## src/rtl/core/djtt_pkg.sv

```systemverilog
// ----------------------------------------------------------------------------
// djtt_pkg
// Shared types and constants of the delayed job timer table.
// ----------------------------------------------------------------------------
package djtt_pkg;

  // Table size default and per-tick result limit
  localparam int unsigned MaxJobsDef = 16;
  localparam int unsigned MaxResults = 16;

  // Field widths
  localparam int unsigned HandleW = 32;
  localparam int unsigned TimeW   = 32;
  localparam int unsigned MsTickW = 10;
  localparam int unsigned ApbDataW = 32;
  localparam int unsigned ApbAddrW = 3;

  // Register map, as word index
  localparam logic REG_MS_PER_TICK = 1'b0;
  localparam logic [MsTickW-1:0] MsPerTickRst = MsTickW'(1);

  // Operation codes of an input word
  typedef enum logic [1:0] {
    FUNC_ADD   = 2'd0,
    FUNC_TICK  = 2'd1,
    FUNC_FLUSH = 2'd2
  } djtt_func_e;

  // Result kinds
  typedef enum logic [1:0] {
    KIND_ADD     = 2'd0,
    KIND_EXPIRED = 2'd1,
    KIND_FLUSH   = 2'd2
  } djtt_kind_e;

  // Status codes
  typedef enum logic {
    STATUS_OK   = 1'b0,
    STATUS_BUSY = 1'b1
  } djtt_status_e;

  // Sequencer states
  typedef enum logic [2:0] {
    ST_IDLE,
    ST_ADD,
    ST_TICK_RD,
    ST_TICK_UPD,
    ST_TICK_END,
    ST_FLUSH
  } djtt_state_e;

  // Input word
  typedef struct packed {
    logic [1:0]         func;
    logic [HandleW-1:0] job_handle;
    logic [TimeW-1:0]   job_delay;
  } djtt_in_t;

  // Result word
  typedef struct packed {
    logic [1:0]         result_kind;
    logic               status_code;
    logic [HandleW-1:0] expired_handle;
    logic               last_of_run;
  } djtt_out_t;

  // One table entry held in memory
  typedef struct packed {
    logic [HandleW-1:0] handle;
    logic [TimeW-1:0]   remaining;
  } djtt_entry_t;

  // Memory access request from the sequencer
  typedef struct packed {
    logic        rd_en;
    logic        wr_en;
    djtt_entry_t wr_data;
  } djtt_mem_req_t;

endpackage

```

## src/rtl/core/delayed_job_timer_table_unit.sv

```systemverilog
// ----------------------------------------------------------------------------
// delayed_job_timer_table_unit
// Table of delayed jobs with add, tick and flush operations.
// ----------------------------------------------------------------------------
// Input words carry func, job_handle and job_delay; a word moves when
// in_valid_i is high and in_stall_o low. Result words leave through a
// register on out_valid_o / out_stall_i and are held while stalled.
// Add gives one status word, flush one done word, tick one word per
// expiring job up to MaxResults, in ascending slot order with
// last_of_run on the final one, or nothing when no job expires.
// One word is worked on at a time; in_stall_o is high until it is done.
// The sequencer walks the slots one per cycle, but in a tick an active
// slot also takes an update step after its entry memory read, and a step
// that loads a result waits while the result register is blocked. A
// result waiting in the output register does not block the next input
// word, but a new result waits while the receiver stalls. After reset
// every slot is free and ms_per_tick is 1; no clearing pass is needed.
// ms_per_tick is set over the APB port; the user must set it only while
// the block is idle, which the block itself does not enforce.
// ----------------------------------------------------------------------------
module delayed_job_timer_table_unit
  import djtt_pkg::*;
#(
  parameter int unsigned MAX_JOBS = MaxJobsDef
) (
  input  logic                clk_i,
  input  logic                rst_ni,
  // input words
  input  logic                in_valid_i,
  output logic                in_stall_o,
  input  djtt_in_t            in_data_i,
  // result words
  output logic                out_valid_o,
  input  logic                out_stall_i,
  output djtt_out_t           out_data_o,
  // configuration
  input  logic                psel,
  input  logic                penable,
  input  logic                pwrite,
  input  logic [ApbAddrW-1:0] paddr,
  input  logic [ApbDataW-1:0] pwdata,
  output logic [ApbDataW-1:0] prdata,
  output logic                pready
);

  localparam int unsigned IdxW = (MAX_JOBS > 1) ? $clog2(MAX_JOBS) : 1;

  logic [MsTickW-1:0] ms_per_tick;
  logic [IdxW-1:0]    mem_addr;
  djtt_mem_req_t      mem_req;
  djtt_entry_t        mem_rd_data;

  djtt_cfg u_cfg (
    .clk_i         (clk_i),
    .rst_ni        (rst_ni),
    .psel          (psel),
    .penable       (penable),
    .pwrite        (pwrite),
    .paddr         (paddr),
    .pwdata        (pwdata),
    .prdata        (prdata),
    .pready        (pready),
    .ms_per_tick_o (ms_per_tick)
  );

  djtt_ctrl #(
    .MAX_JOBS (MAX_JOBS)
  ) u_ctrl (
    .clk_i         (clk_i),
    .rst_ni        (rst_ni),
    .in_valid_i    (in_valid_i),
    .in_stall_o    (in_stall_o),
    .in_data_i     (in_data_i),
    .out_valid_o   (out_valid_o),
    .out_stall_i   (out_stall_i),
    .out_data_o    (out_data_o),
    .ms_per_tick_i (ms_per_tick),
    .mem_addr_o    (mem_addr),
    .mem_req_o     (mem_req),
    .mem_rd_data_i (mem_rd_data)
  );

  djtt_mem #(
    .MAX_JOBS (MAX_JOBS)
  ) u_mem (
    .clk_i     (clk_i),
    .addr_i    (mem_addr),
    .req_i     (mem_req),
    .rd_data_o (mem_rd_data)
  );

endmodule

```

## src/rtl/core/djtt_mem.sv

```systemverilog
// ----------------------------------------------------------------------------
// djtt_mem
// Entry store: handle and remaining time per slot, one port, registered read.
// ----------------------------------------------------------------------------
module djtt_mem
  import djtt_pkg::*;
#(
  parameter int unsigned MAX_JOBS = MaxJobsDef,
  localparam int unsigned IdxW = (MAX_JOBS > 1) ? $clog2(MAX_JOBS) : 1
) (
  input  logic            clk_i,
  input  logic [IdxW-1:0] addr_i,
  input  djtt_mem_req_t   req_i,
  output djtt_entry_t     rd_data_o
);

  djtt_entry_t mem_q [MAX_JOBS];
  djtt_entry_t rd_data_q;

  // write port
  always_ff @(posedge clk_i) begin
    if (req_i.wr_en) begin
      mem_q[addr_i] <= req_i.wr_data;
    end
  end

  // registered read port
  always_ff @(posedge clk_i) begin
    if (req_i.rd_en) begin
      rd_data_q <= mem_q[addr_i];
    end
  end

  assign rd_data_o = rd_data_q;

endmodule

```

## src/rtl/core/djtt_cfg.sv

```systemverilog
// ----------------------------------------------------------------------------
// djtt_cfg
// APB register block holding the tick length in milliseconds.
// ----------------------------------------------------------------------------
module djtt_cfg
  import djtt_pkg::*;
(
  input  logic                clk_i,
  input  logic                rst_ni,
  input  logic                psel,
  input  logic                penable,
  input  logic                pwrite,
  input  logic [ApbAddrW-1:0] paddr,
  input  logic [ApbDataW-1:0] pwdata,
  output logic [ApbDataW-1:0] prdata,
  output logic                pready,
  output logic [MsTickW-1:0]  ms_per_tick_o
);

  logic [MsTickW-1:0] ms_per_tick_q, ms_per_tick_d;
  logic               wr_hit;

  // word index sits above the byte offset
  assign wr_hit = psel && penable && pwrite && (paddr[ApbAddrW-1] == REG_MS_PER_TICK);

  always_comb begin
    ms_per_tick_d = ms_per_tick_q;
    if (wr_hit) begin
      ms_per_tick_d = pwdata[MsTickW-1:0];
    end
  end

  always_ff @(posedge clk_i or negedge rst_ni) begin
    if (!rst_ni) begin
      ms_per_tick_q <= MsPerTickRst;
    end else begin
      ms_per_tick_q <= ms_per_tick_d;
    end
  end

  // read mux
  always_comb begin
    prdata = '0;
    if (paddr[ApbAddrW-1] == REG_MS_PER_TICK) begin
      prdata = ApbDataW'(ms_per_tick_q);
    end
  end

  assign pready        = 1'b1;
  assign ms_per_tick_o = ms_per_tick_q;

endmodule

```

## src/rtl/core/djtt_ctrl.sv

```systemverilog
// ----------------------------------------------------------------------------
// djtt_ctrl
// Sequencer: slot walk for add and tick, active flags, result register.
// ----------------------------------------------------------------------------
module djtt_ctrl
  import djtt_pkg::*;
#(
  parameter int unsigned MAX_JOBS = MaxJobsDef,
  localparam int unsigned IdxW = (MAX_JOBS > 1) ? $clog2(MAX_JOBS) : 1,
  localparam int unsigned CntW = $clog2(MAX_JOBS + 1),
  localparam int unsigned ExpW = $clog2(MaxResults + 1)
) (
  input  logic               clk_i,
  input  logic               rst_ni,
  input  logic               in_valid_i,
  output logic               in_stall_o,
  input  djtt_in_t           in_data_i,
  output logic               out_valid_o,
  input  logic               out_stall_i,
  output djtt_out_t          out_data_o,
  input  logic [MsTickW-1:0] ms_per_tick_i,
  output logic [IdxW-1:0]    mem_addr_o,
  output djtt_mem_req_t      mem_req_o,
  input  djtt_entry_t        mem_rd_data_i
);

  djtt_state_e        state_q, state_d;
  logic [CntW-1:0]    idx_q, idx_d;
  logic [ExpW-1:0]    nexp_q, nexp_d;
  logic [HandleW-1:0] handle_q, handle_d;
  logic [TimeW-1:0]   delay_q, delay_d;
  logic [MAX_JOBS-1:0] active_q, active_d;
  logic               pend_valid_q, pend_valid_d;
  logic [HandleW-1:0] pend_handle_q, pend_handle_d;
  logic               out_valid_q, out_valid_d;
  djtt_out_t          out_q, out_d;

  logic [IdxW-1:0]    idx;
  logic               at_end;
  logic               can_load;
  logic               load_out;
  djtt_out_t          out_new;
  logic [TimeW-1:0]   tick_len;

  assign idx      = idx_q[IdxW-1:0];
  assign at_end   = (idx_q == CntW'(MAX_JOBS));
  assign can_load = !out_valid_q || !out_stall_i;
  assign tick_len = TimeW'(ms_per_tick_i);

  // next state and datapath control
  always_comb begin
    state_d       = state_q;
    idx_d         = idx_q;
    nexp_d        = nexp_q;
    handle_d      = handle_q;
    delay_d       = delay_q;
    active_d      = active_q;
    pend_valid_d  = pend_valid_q;
    pend_handle_d = pend_handle_q;
    load_out      = 1'b0;
    out_new       = '0;
    mem_req_o     = '0;

    case (state_q)
      ST_IDLE: begin
        if (in_valid_i) begin
          handle_d = in_data_i.job_handle;
          delay_d  = in_data_i.job_delay;
          idx_d    = '0;
          nexp_d   = '0;
          case (in_data_i.func)
            FUNC_ADD:   state_d = ST_ADD;
            FUNC_TICK:  state_d = ST_TICK_RD;
            FUNC_FLUSH: state_d = ST_FLUSH;
            default:    state_d = ST_IDLE;
          endcase
        end
      end

      // look for the lowest free slot, one per cycle; taking it waits on can_load
      ST_ADD: begin
        if (at_end) begin
          if (can_load) begin
            load_out               = 1'b1;
            out_new.result_kind    = KIND_ADD;
            out_new.status_code    = STATUS_BUSY;
            out_new.last_of_run    = 1'b1;
            state_d                = ST_IDLE;
          end
        end else if (active_q[idx]) begin
          idx_d = idx_q + CntW'(1);
        end else if (can_load) begin
          mem_req_o.wr_en             = 1'b1;
          mem_req_o.wr_data.handle    = handle_q;
          mem_req_o.wr_data.remaining = delay_q;
          active_d[idx]               = 1'b1;
          load_out                    = 1'b1;
          out_new.result_kind         = KIND_ADD;
          out_new.status_code         = STATUS_OK;
          out_new.last_of_run         = 1'b1;
          state_d                     = ST_IDLE;
        end
      end

      // skip idle slots, fetch active ones
      ST_TICK_RD: begin
        if (at_end) begin
          state_d = ST_TICK_END;
        end else if (active_q[idx]) begin
          mem_req_o.rd_en = 1'b1;
          state_d         = ST_TICK_UPD;
        end else begin
          idx_d = idx_q + CntW'(1);
        end
      end

      // count down or release (past the result limit, leave in place); an expiry
      // waits for the next one or the end so the final one can carry last_of_run
      ST_TICK_UPD: begin
        if (tick_len <= mem_rd_data_i.remaining) begin
          mem_req_o.wr_en             = 1'b1;
          mem_req_o.wr_data.handle    = mem_rd_data_i.handle;
          mem_req_o.wr_data.remaining = mem_rd_data_i.remaining - tick_len;
          idx_d                       = idx_q + CntW'(1);
          state_d                     = ST_TICK_RD;
        end else if (nexp_q == ExpW'(MaxResults)) begin
          idx_d   = idx_q + CntW'(1);
          state_d = ST_TICK_RD;
        end else if (!pend_valid_q || can_load) begin
          if (pend_valid_q) begin
            load_out               = 1'b1;
            out_new.result_kind    = KIND_EXPIRED;
            out_new.status_code    = STATUS_OK;
            out_new.expired_handle = pend_handle_q;
            out_new.last_of_run    = 1'b0;
          end
          pend_valid_d  = 1'b1;
          pend_handle_d = mem_rd_data_i.handle;
          active_d[idx] = 1'b0;
          nexp_d        = nexp_q + ExpW'(1);
          idx_d         = idx_q + CntW'(1);
          state_d       = ST_TICK_RD;
        end
      end

      // flush out the held expiry as the final word
      ST_TICK_END: begin
        if (!pend_valid_q) begin
          state_d = ST_IDLE;
        end else if (can_load) begin
          load_out               = 1'b1;
          out_new.result_kind    = KIND_EXPIRED;
          out_new.status_code    = STATUS_OK;
          out_new.expired_handle = pend_handle_q;
          out_new.last_of_run    = 1'b1;
          pend_valid_d           = 1'b0;
          state_d                = ST_IDLE;
        end
      end

      ST_FLUSH: begin
        if (can_load) begin
          active_d            = '0;
          load_out            = 1'b1;
          out_new.result_kind = KIND_FLUSH;
          out_new.status_code = STATUS_OK;
          out_new.last_of_run = 1'b1;
          state_d             = ST_IDLE;
        end
      end

      default: begin
        state_d = ST_IDLE;
      end
    endcase
  end

  // result register
  always_comb begin
    out_valid_d = out_valid_q;
    out_d       = out_q;
    if (load_out) begin
      out_valid_d = 1'b1;
      out_d       = out_new;
    end else if (!out_stall_i) begin
      out_valid_d = 1'b0;
    end
  end

  // control state
  always_ff @(posedge clk_i or negedge rst_ni) begin
    if (!rst_ni) begin
      state_q      <= ST_IDLE;
      idx_q        <= '0;
      nexp_q       <= '0;
      active_q     <= '0;
      pend_valid_q <= 1'b0;
      out_valid_q  <= 1'b0;
    end else begin
      state_q      <= state_d;
      idx_q        <= idx_d;
      nexp_q       <= nexp_d;
      active_q     <= active_d;
      pend_valid_q <= pend_valid_d;
      out_valid_q  <= out_valid_d;
    end
  end

  // payload
  always_ff @(posedge clk_i) begin
    handle_q      <= handle_d;
    delay_q       <= delay_d;
    pend_handle_q <= pend_handle_d;
    out_q         <= out_d;
  end

  assign in_stall_o  = (state_q != ST_IDLE);
  assign out_valid_o = out_valid_q;
  assign out_data_o  = out_q;
  assign mem_addr_o  = idx;

endmodule
```

## config.mk

```make
export PLATFORM = sky130hd
export DESIGN_NAME = delayed_job_timer_table_unit
export DESIGN_NICKNAME = d
export VERILOG_FILES = /design/src/rtl/core/djtt_pkg.sv /design/src/rtl/core/delayed_job_timer_table_unit.sv /design/src/rtl/core/djtt_mem.sv /design/src/rtl/core/djtt_cfg.sv /design/src/rtl/core/djtt_ctrl.sv
export SDC_FILE = /design/constraint.sdc
export NUM_CORES = 1
export LEC_CHECK = 0
export BUFFER_PORTS_ARGS = -buffer_cell sky130_fd_sc_hd__buf_4
export CAP_MARGIN = 20
export CELL_PAD_IN_SITES_DETAIL_PLACEMENT = 0
export CELL_PAD_IN_SITES_GLOBAL_PLACEMENT = 1
export CORE_MARGIN = 4
export CORE_UTILIZATION = 55
export DETAILED_ROUTE_END_ITERATION = 8
export PLACE_DENSITY = 0.79
export SYNTH_ARGS = -nofsm -noshare
export SYNTH_HDL_FRONTEND = slang
export SYNTH_SLANG_ARGS = --single-unit
```

## constraint.sdc

```tcl
create_clock -name clk_i -period 8.9 [get_ports clk_i]
set_clock_uncertainty 0.2 [all_clocks]
set_input_delay 0.89 -clock clk_i [delete_from_list [all_inputs] [get_ports clk_i]]
set_output_delay 0.89 -clock clk_i [all_outputs]
set_load 0.01 [all_outputs]
```

# Word level (Yosys, flattened, before mapping)
# Memory sizes are Yosys's and may differ from the RTL's. A register that Yosys moved wholly into a read port is not among the register bits.
# Cells that the tools add are included.
# totals
regBits,173
ram_bits,1024
input_bits,108
out_inout_bits,71
word_cells,151
n_memories,1
# memory_table
memory,depth,width,read_ports,rd_clocked_by_memory_dff,write_ports,line_no,text
u_mem.mem_q,16,64,1,1,1,djtt_mem.sv:17,djtt_entry_t mem_q [MAX_JOBS];
# op_classes
n_addsub,3
magnitude_cmp,3
n_eq_ne,24
muxes,77
n_bitwise,6
reduce_logical,23
# ops
operator,count
$mux 65,4
$mux 35,4
$pmux 65 s2,1
$mux 16,7
$mux 36,2
$pmux 32 s2,1
$mux 5,11
$pmux 16 s3,1
$mux 3,11
$le 10x32->1,1
$sub 32x10->32,1
$mux 1,24
$pmux 5 s4,1
$pmux 3 s6,1
$and 16x16->16,1
$not 16->16,1
$or 16x16->16,1
$ne 2x2->1 const B,7
$pmux 3 s4,1
$reduce_and 4->1,3
$add 5x1->5 const B,2
$eq 5x5->1 const B,2
$mux 10,1
$ne 2x1->1 const B,5
other kinds (29),42

# Depth between registers and ports, before layout
# Gate-level depths: netlist (run 1).
# depth
word_depth,10
depth_mapped,14
ltp_nobuf,11

# Hierarchy
# Synthesis (run 1) repeated with hierarchy kept, for this count alone.
# hier_totals
cells_unflattened,2385
area_unflattened_um2,48845.6
# modules_own_cells
mod,n_inst,cells_each,area_each_um2,seq_area_each_um2
djtt_mem,1,1648,40158.5,32671.3
djtt_ctrl,1,679,8003.9,4739.5
djtt_cfg,1,58,683.2,251.5

# Worst setup path after synthesis (run 1)
# No wires, ideal clock.
# synth_path
path_kind,register to register
from,reg u_ctrl.idx_q[0]
to,"reg, netlist name u_mem.rd_data_o[0]"
setup_ps,565
arrival_time_ps,6516
required_ps,8135
path_slack_ps,1620
stages_incl_launch_ff,10
n_path_buf,4
period_less_slack_ps,7280
path_cell_list,dfrtp_1 > buf_2 > clkbuf_1 > clkbuf_1 > inv_1 > ha_1 > clkbuf_1 > a31oi_1 > a21oi_1 > nor3_1
# synth_lines
item,line_no,text
from (decl),djtt_ctrl.sv:28,"logic [CntW-1:0] idx_q, idx_d;"
from (signal assigned),djtt_ctrl.sv:201,idx_q <= idx_d;

# Worst setup path in the final report (run 1)
# layout_path
from,reg u_ctrl.idx_q[0]
to,"mem u_mem.mem_q[6][37] (netlist name), enable pin"
# layout_via
elab_chain_cells,7
elab_cells_between_ends,8
classes_between,eq/ne (1); mux (7)
# layout_lines
item,line_no,text
$bmux 1 s4,djtt_ctrl.sv:90,end else if (active_q[idx]) begin
$mux 1 (not written as such),djtt_ctrl.sv:90,
$mux 65,djtt_ctrl.sv:90,
$mux 65,djtt_ctrl.sv:82,if (at_end) begin
$pmux 65 s2,djtt_ctrl.sv:64,case (state_q)
$mux 1,djtt_mem.sv:22,if (req_i.wr_en) begin
$mux 1 (not written as such),djtt_mem.sv:23,mem_q[addr_i] <= req_i.wr_data;
to (decl),djtt_mem.sv:17,
# Several ways; a longest one is shown, not always the timed one. The select of a mux whose other input is x is not followed.

==> impl_metrics.toml, run 1 <==
[critical_path]
worst-path-stages = 8
critical_path.cell_chain = "mux4_2 > mux2i_1 > a21oi_1 > nor2_4 > buf_4 > nor2_4 > nor2_4 > buf_4"
critPathKind = "reg2reg"
top_cell_family_by_delay_on_the_critical_path = "buffers and inverters"
crit_path_max_fanout = 53
worst_setup_path_end_kind = "flip-flop"
crit_slowest_cell = "dfrtp_4"
critical_path.startpoint_type = "flip-flop"
ff_to_ff_path_depth = 8
critical_path_buf_inv_count = 2
critical_path_arrival_ns = 5.17
worst-endpoint-required_ns = 9.00
path_common_cell = "nor2_4"
critical-path-max-stage-delay_ns = 1.01

[clock_network]
clock_tree_from_tritoncts = "done"
tritoncts_num_sinks = 1261
clkSlewWorstSetupHoldPaths_ns = 0.06
total_clock_buffers_created_by_cts = 118
htree_levels = 3
postCtsHoldBufs = 0
max-clock-path-buffers = 3
clk-insertion-delay-late_ns = 0.69
post-cts-setup-buffer-count = 0
cts_resized = 0
cts_root_buf = "clkbuf_16"

[die]
die_h_um = 306
initial_core_util_pct = 55.8
row_count = 108
fp.dieW_um = 306
floorplan.die_area_um2 = 93500
coreArea_um2 = 87400
ios = 179

[yosys]
syn_area_per_cell_um2 = 21.9
synthDominantCellAreaShare_pct = 75.1
netlist-cell-type-count = 68
post_synth_inst_count = 2226
ys_warn_count = 0
async_reset_ff_share_pct = 3.25
mappedNetlistArea_um2 = 48800
post-synth-top-count-cell = "edfxtp_1"
yosys_most_used_dff = "edfxtp_1"
postSynthRegisterBits = 1261
synth_area_leaders = "edfxtp_1, mux4_2, dfrtp_1"
synth_seq_area_share_pct = 77.2
synth_edf_count = 1220
post_synth_top_cells = "edfxtp_1, mux4_2, nand2_1"
synth_area_leader_cell = "edfxtp_1"

[timing]
hold_violations = 0
final-max-slew-violation-count = 0
rsz0062_at_grt = "false"
fin_hold_ws_ns = 0.0232
layout_worst_path_cycle_share_pct = 57.0
setup-tns-final_ns = 0
final_count_of_negative_setup_slack_endpoints = 0
period_minus_slack_ns = 5.07
timing_worst_slew_pin_value_ns = 1.13
max_clock_freq_ghz = 0.197
timing.slew.headroom_pct = 23.6

[global_route]
grt_usage_pct = 23.0
antenna_violations_before_repair = 3
remaining_overflow_grt = 0
grt_pass1_wl_mm = 158
grt_max_degree = 160
via_count_of_the_first_global_routing_pass = 23668

[place]
dp_hpwl_mm = 55.9
buffer_ports.inserted = 131
gp_congestion = 0.792

[routing]
drt_iter0_drc = 2739
vias = 23251
post_drt_via_cell_ratio = 6.35
drt.antenna.violating_nets = 0
wl_per_cell_um = 29.2
detailed_route_wl_mm = 107
detailedRoute.firstPassIterationCount = 6
route.detailed.drc = 0

[pwr]
p_leak_nw = 17.7
post-layout-total-power_mw = 18.0
total_power_per_unit_cell_area_nw_per_um2 = 326
worst_ir_drop_vdd_uv = 307

[cells_and_area]
layout-drive-gt1-share_pct = 29.1
nFillCells = 5659
layout_area_overhead_pct = 13.2
finalCoreUtilization_pct = 63.1
design.final.nets = 2534

[hold_path]
worst_hold_path_type = "in2async"

[run]
maxCapViolations = 0

[run_status]
run_status = "completed"
-- layer usage --
metal  GRT usage, %  share of wire, %  up-vias
met5              0             0.021        -
met2           37.8                50     1128
li1               -                 -     9590
met1           32.6                39    12364
met3           4.02               8.5      165
met4           6.22               2.3        4
-- kinds of logic after synthesis --
family | count (synthesis) | synth area share, %
AND/OR/NAND/NOR | 247 | 2.65
adder cells (fa/ha/maj) | 17 | 0.452
XOR/XNOR | 31 | 0.557
multiplexers | 336 | 15.2
flip-flops | 1261 | 77.2
other | 2 | 0.0154
AO/OA/AOI/OAI | 173 | 2.40
buffers and inverters | 159 | 1.45
-- final cells by class --
cell class	instances	area [µm²]	area share [%]
Inverter	21	78.8	0.143
Timing Repair Buffer	180	1470	2.67
Antenna cell	1	2.50	0.00453
Clock inverter	70	766	1.39
Clock buffer	145	3120	5.65
Sequential cell	1261	37700	68.3
Tap cell	1155	1450	2.62
Multi-Input combinational cell	827	10600	19.3
-- flip-flops by register name, indices dropped and copies added, names as in the netlist, 5 cells and up --
| signal | count |
|---|---|
| u_mem.mem_q | 1024 |
| u_mem.rd_data_o | 64 |
| u_ctrl.out_data_o | 36 |
| u_ctrl.delay_q | 32 |
| u_ctrl.handle_q | 32 |
| u_ctrl.pend_handle_q | 32 |
| u_ctrl.active_q | 16 |
| u_cfg.ms_per_tick_o | 10 |
| u_ctrl.idx_q | 5 |
| u_ctrl.nexp_q | 5 |
-- final timing paths --
kind	start	endpoint	slack, ns
min in group clk_i	in_data_i[33]	u_ctrl.handle_q[1]$_DFFE_PP_	0.17
max	u_ctrl.idx_q[0]$_DFFE_PN0P_	u_mem.mem_q[6][37]$_DFFE_PP_	3.83
min	rst_ni	u_ctrl.active_q[13]$_DFFE_PN0P_	0.02
min reg2reg	u_mem.rd_data_o[56]$_DFFE_PP_	u_ctrl.pend_handle_q[24]$_DFFE_PP_	0.26
max reg2reg	u_ctrl.idx_q[0]$_DFFE_PN0P_	u_mem.mem_q[6][37]$_DFFE_PP_	3.83
max in group asynchronous	rst_ni	u_ctrl.idx_q[0]$_DFFE_PN0P_	8.00
-- placed cells by master (no fill, tap or decap), types with 14 or more instances in the layout --
| master | netlist | layout |
|---|---|---|
| dfrtp_1 | 40 | 36 |
| a31oi_1 | 14 | 14 |
| a21oi_1 | 19 | 18 |
| nand2_1 | 65 | 65 |
| clkbuf_16 | 0 | 119 |
| edfxtp_1 | 1220 | 1220 |
| clkbuf_1 | 58 | 22 |
| o21ai_1 | 54 | 54 |
| mux4_2 | 324 | 324 |
| xor2_1 | 15 | 15 |
| conb_1 | 2 | 23 |
| nor2_1 | 59 | 41 |
| inv_1 | 21 | 21 |
| ha_1 | 16 | 16 |
| xnor2_1 | 16 | 16 |
| buf_4 | 26 | 171 |
| bufinv_16 | 0 | 15 |
| clkinv_1 | 0 | 19 |
| and2_1 | 40 | 40 |
| nor2_4 | 0 | 19 |
| a22o_1 | 37 | 37 |
| nand3_1 | 15 | 15 |
| clkinv_2 | 0 | 25 |
-- power by group --
group | internal (mW) | switching (mW) | total [mW]
registers | 8.04 | 0.357 | 8.40
clock network | 2.91 | 2.11 | 5.02
logic | 1.93 | 2.65 | 4.58
-- through the flow --
stage,instances,area (µm²),setup WS [ns]
2_1_floorplan,2247,48800,1.62
4_1_cts,3656,55100,3.60
6_report,3660,55200,3.83
3_5_place_dp,3441,51300,3.63
5_1_grt,3659,55200,3.55
3_3_place_gp,3439,51200,3.66
Power figures use the tool's default switching activity.
==> inputs of run 2 (changes only) <==
CORE_UTILIZATION = 49   (was 55)
PLACE_DENSITY = 0.74   (was 0.79)
clock period = 4.1 ns   (was 8.9 ns; I/O delays follow)
==> run 2 against run 1 <==
Compared with the run above: count of clock-buffer cells in the layout increased by 18; critical path depth increased by 1; via count increased by 2.4%; final cell count increased by 7.8%; sequential power increased by 110%; worst setup slack got worse by 3.6 ns; register-to-register slack got worse by 3.6 ns; routed wire length increased by 3.1%; first-iteration DRC count decreased by 3.9%; power increased by 120%; core utilization decreased by 5.0 points; critical path type unchanged.
==> impl_metrics.toml, run 2 (synthesis results as in run 1) <==
[cells_and_area]
layout-drive-gt1-share_pct = 29.9
layout_commonest_cell = "edfxtp_1"
final-instance-count-excl-fill = 3946
layout_area_overhead_pct = 17.6
layout_common_cells = "edfxtp_1, mux4_2, buf_4"
antenna_cells = 0
design.final.nets = 2684
finalCoreUtilization_pct = 58.2
registers.top_by_ff_count = "u_mem.mem_q"
largest_reg_flops = 1024

[clock_network]
total_clock_buffers_created_by_cts = 131
max-clock-path-buffers = 3
clock_tree_from_tritoncts = "done"
cts_root_buf = "clkbuf_16"
clk-insertion-delay-late_ns = 0.73
clkSlewWorstSetupHoldPaths_ns = 0.06
htree_levels = 4
tritoncts_num_sinks = 1261

[timing]
final_count_of_negative_setup_slack_endpoints = 0
final-max-slew-violation-count = 0
rsz0062_at_grt = "false"
timing.slew.headroom_pct = 25.2
layout_worst_path_cycle_share_pct = 95.4
max_clock_freq_ghz = 0.256
hold_violations = 0
period_minus_slack_ns = 3.91
timing_worst_slew_pin_value_ns = 1.12

[global_route]
remaining_overflow_grt = 0
grt_pass1_wl_mm = 162
antenna_violations_before_repair = 0
via_count_of_the_first_global_routing_pass = 24271
grt_usage_pct = 21.4
grt_max_degree = 106

[die]
initial_core_util_pct = 49.5
floorplan.die_area_um2 = 105000
row_count = 115
coreArea_um2 = 98600
die_h_um = 323
ios = 179
fp.dieW_um = 323

[place]
placed_cells = 3625
buffer_ports.inserted = 131
gp_congestion = 0.808
dp_hpwl_mm = 59.1

[routing]
drt.antenna.violating_nets = 0
detailed_route_wl_mm = 110
wl_per_cell_um = 28.0
drt_iter0_drc = 2631
route.detailed.drc = 0
detailedRoute.firstPassIterationCount = 5
post_drt_via_cell_ratio = 6.03
vias = 23807

[critical_path]
crit_path_max_fanout = 22
crit_slowest_cell = "o21ai_1"
rr_startpoint = "u_mem.rd_data_o[6]$_DFFE_PP_"
critical_path.cell_chain = "ha_1 > nand4_1 > or4_4 > nand2_1 > nor3_1 > buf_4 > a21o_1 > buf_12 > o21ai_1"
critical_path.startpoint_type = "flip-flop"
timing.reg2reg.setup_slack_ns = 0.19
critical-path-max-stage-delay_ns = 0.88
ff_to_ff_path_depth = 9
worst_setup_path_end_kind = "flip-flop"
critPathKind = "reg2reg"
critical_path_arrival_ns = 4.07
worst-endpoint-required_ns = 4.26
regToRegEndpoint = "u_mem.mem_q[8][14]$_DFFE_PP_"

[pwr]
power.share.clock_pct = 28.3
power.internal_mw = 28.6
share_of_total_power_in_sequential_cells_pct = 44.7
netSwitchingPower_mw = 11.6
p_leak_nw = 18.5
power_switching_share_pct = 28.9
combinationalPowerShare_pct = 27.0
worst_ir_drop_vdd_uv = 487
total_power_per_unit_cell_area_nw_per_um2 = 701

[run]
maxCapViolations = 0

[hold_path]
worst_hold_path_type = "in2async"

[run_status]
run_status = "completed"
run 2: changes by cell type in the layout (fill, tap and decap cells not counted), moves of 6 or more:
cell           before  now
buf_12              8   47
bufinv_16          15    8
clkbuf_16         119  132
buf_4             171  188
clkinv_2           25   17
clkbuf_1           22   30
inv_6               1    7
dlygate4sd3_1       0   81
run 2: metrics by stage:
stage	cell area [µm²]	hold slack [ns]	power (mW)	worst slack [ns]	TNS, ns
floorplan	49000	-0.0856	25.2	0.0242	0
global placement	52300	0.231	28.7	-0.0182	-0.234
detailed placement	52300	0.237	29.1	0.00851	0
CTS	57300	0.0416	40.6	0.0507	0
global route	57300	0.0850	41.9	0.0364	0
finish	57300	0.0641	40.2	0.189	0
run 2: layer usage:
layer	track usage (%)	wire length, µm	vias to the layer above
li1	-	-	9910
met1	30.4	45000	12750
met2	34.9	55000	981
met3	3.56	7770	166
met4	6.10	2640	0
met5	0	0	-
run 2: cell type report:
cell class / instances / area, µm²
Timing Repair Buffer: 317 / 3170
Multi-Input combinational cell: 827 / 10600
Clock inverter: 70 / 717
Inverter: 21 / 78.8
Tap cell: 1287 / 1610
Clock buffer: 163 / 3430
Fill cell: 6941 / 41200
Sequential cell: 1261 / 37700
run 2: worst max-delay path, delay by kind of cell (launching register included):
kind	cells	cell delay, ns
AND/OR/NAND/NOR	4	0.98
flip-flops	1	0.46
adder cells (fa/ha/maj)	1	0.40
AO/OA/AOI/OAI	2	1.10
buffers and inverters	2	0.37
run 2: power by group through the flow:
stage | clock network [mW] | logic [mW] | registers [mW]
after floorplan | 0 | 7.19 | 18.0
after global placement | 0 | 10.5 | 18.2
after detailed placement | 0 | 10.8 | 18.2
after CTS | 11.6 | 11.0 | 18.0
after global routing | 12.2 | 11.7 | 18.1
final | 11.4 | 10.8 | 18.0
run 2: repair_timing:
action,4_1_cts,5_1_grt
gates cloned,0,0
endpoints found under the setup margin,3,48
hold endpoints to repair,124,0
hold buffers,81,0
pin swaps,1,0
buffers inserted,2,0
resized for setup,0,3
run 2: how the worst max path moves through the flow:
stage / start / to / slack (ns) / depth (start not counted)
global route: u_mem.rd_data_o[6]$_DFFE_PP_ / u_mem.mem_q[2][14]$_DFFE_PP_ / 0.04 / 9
CTS: u_mem.rd_data_o[6]$_DFFE_PP_ / u_mem.mem_q[1][17]$_DFFE_PP_ / 0.05 / 8
finish: u_mem.rd_data_o[6]$_DFFE_PP_ / u_mem.mem_q[8][14]$_DFFE_PP_ / 0.19 / 9
detailed placement: u_cfg.ms_per_tick_o[0]$_DFFE_PN1P_ / u_mem.mem_q[9][55]$_DFFE_PP_ / 0.009 / 11
global placement: u_cfg.ms_per_tick_o[0]$_DFFE_PN1P_ / u_mem.mem_q[9][57]$_DFFE_PP_ / -0.02 / 11
floorplan: u_ctrl.idx_q[0]$_DFFE_PN0P_ / u_mem.mem_q[12][0]$_DFFE_PP_ / 0.02 / 13
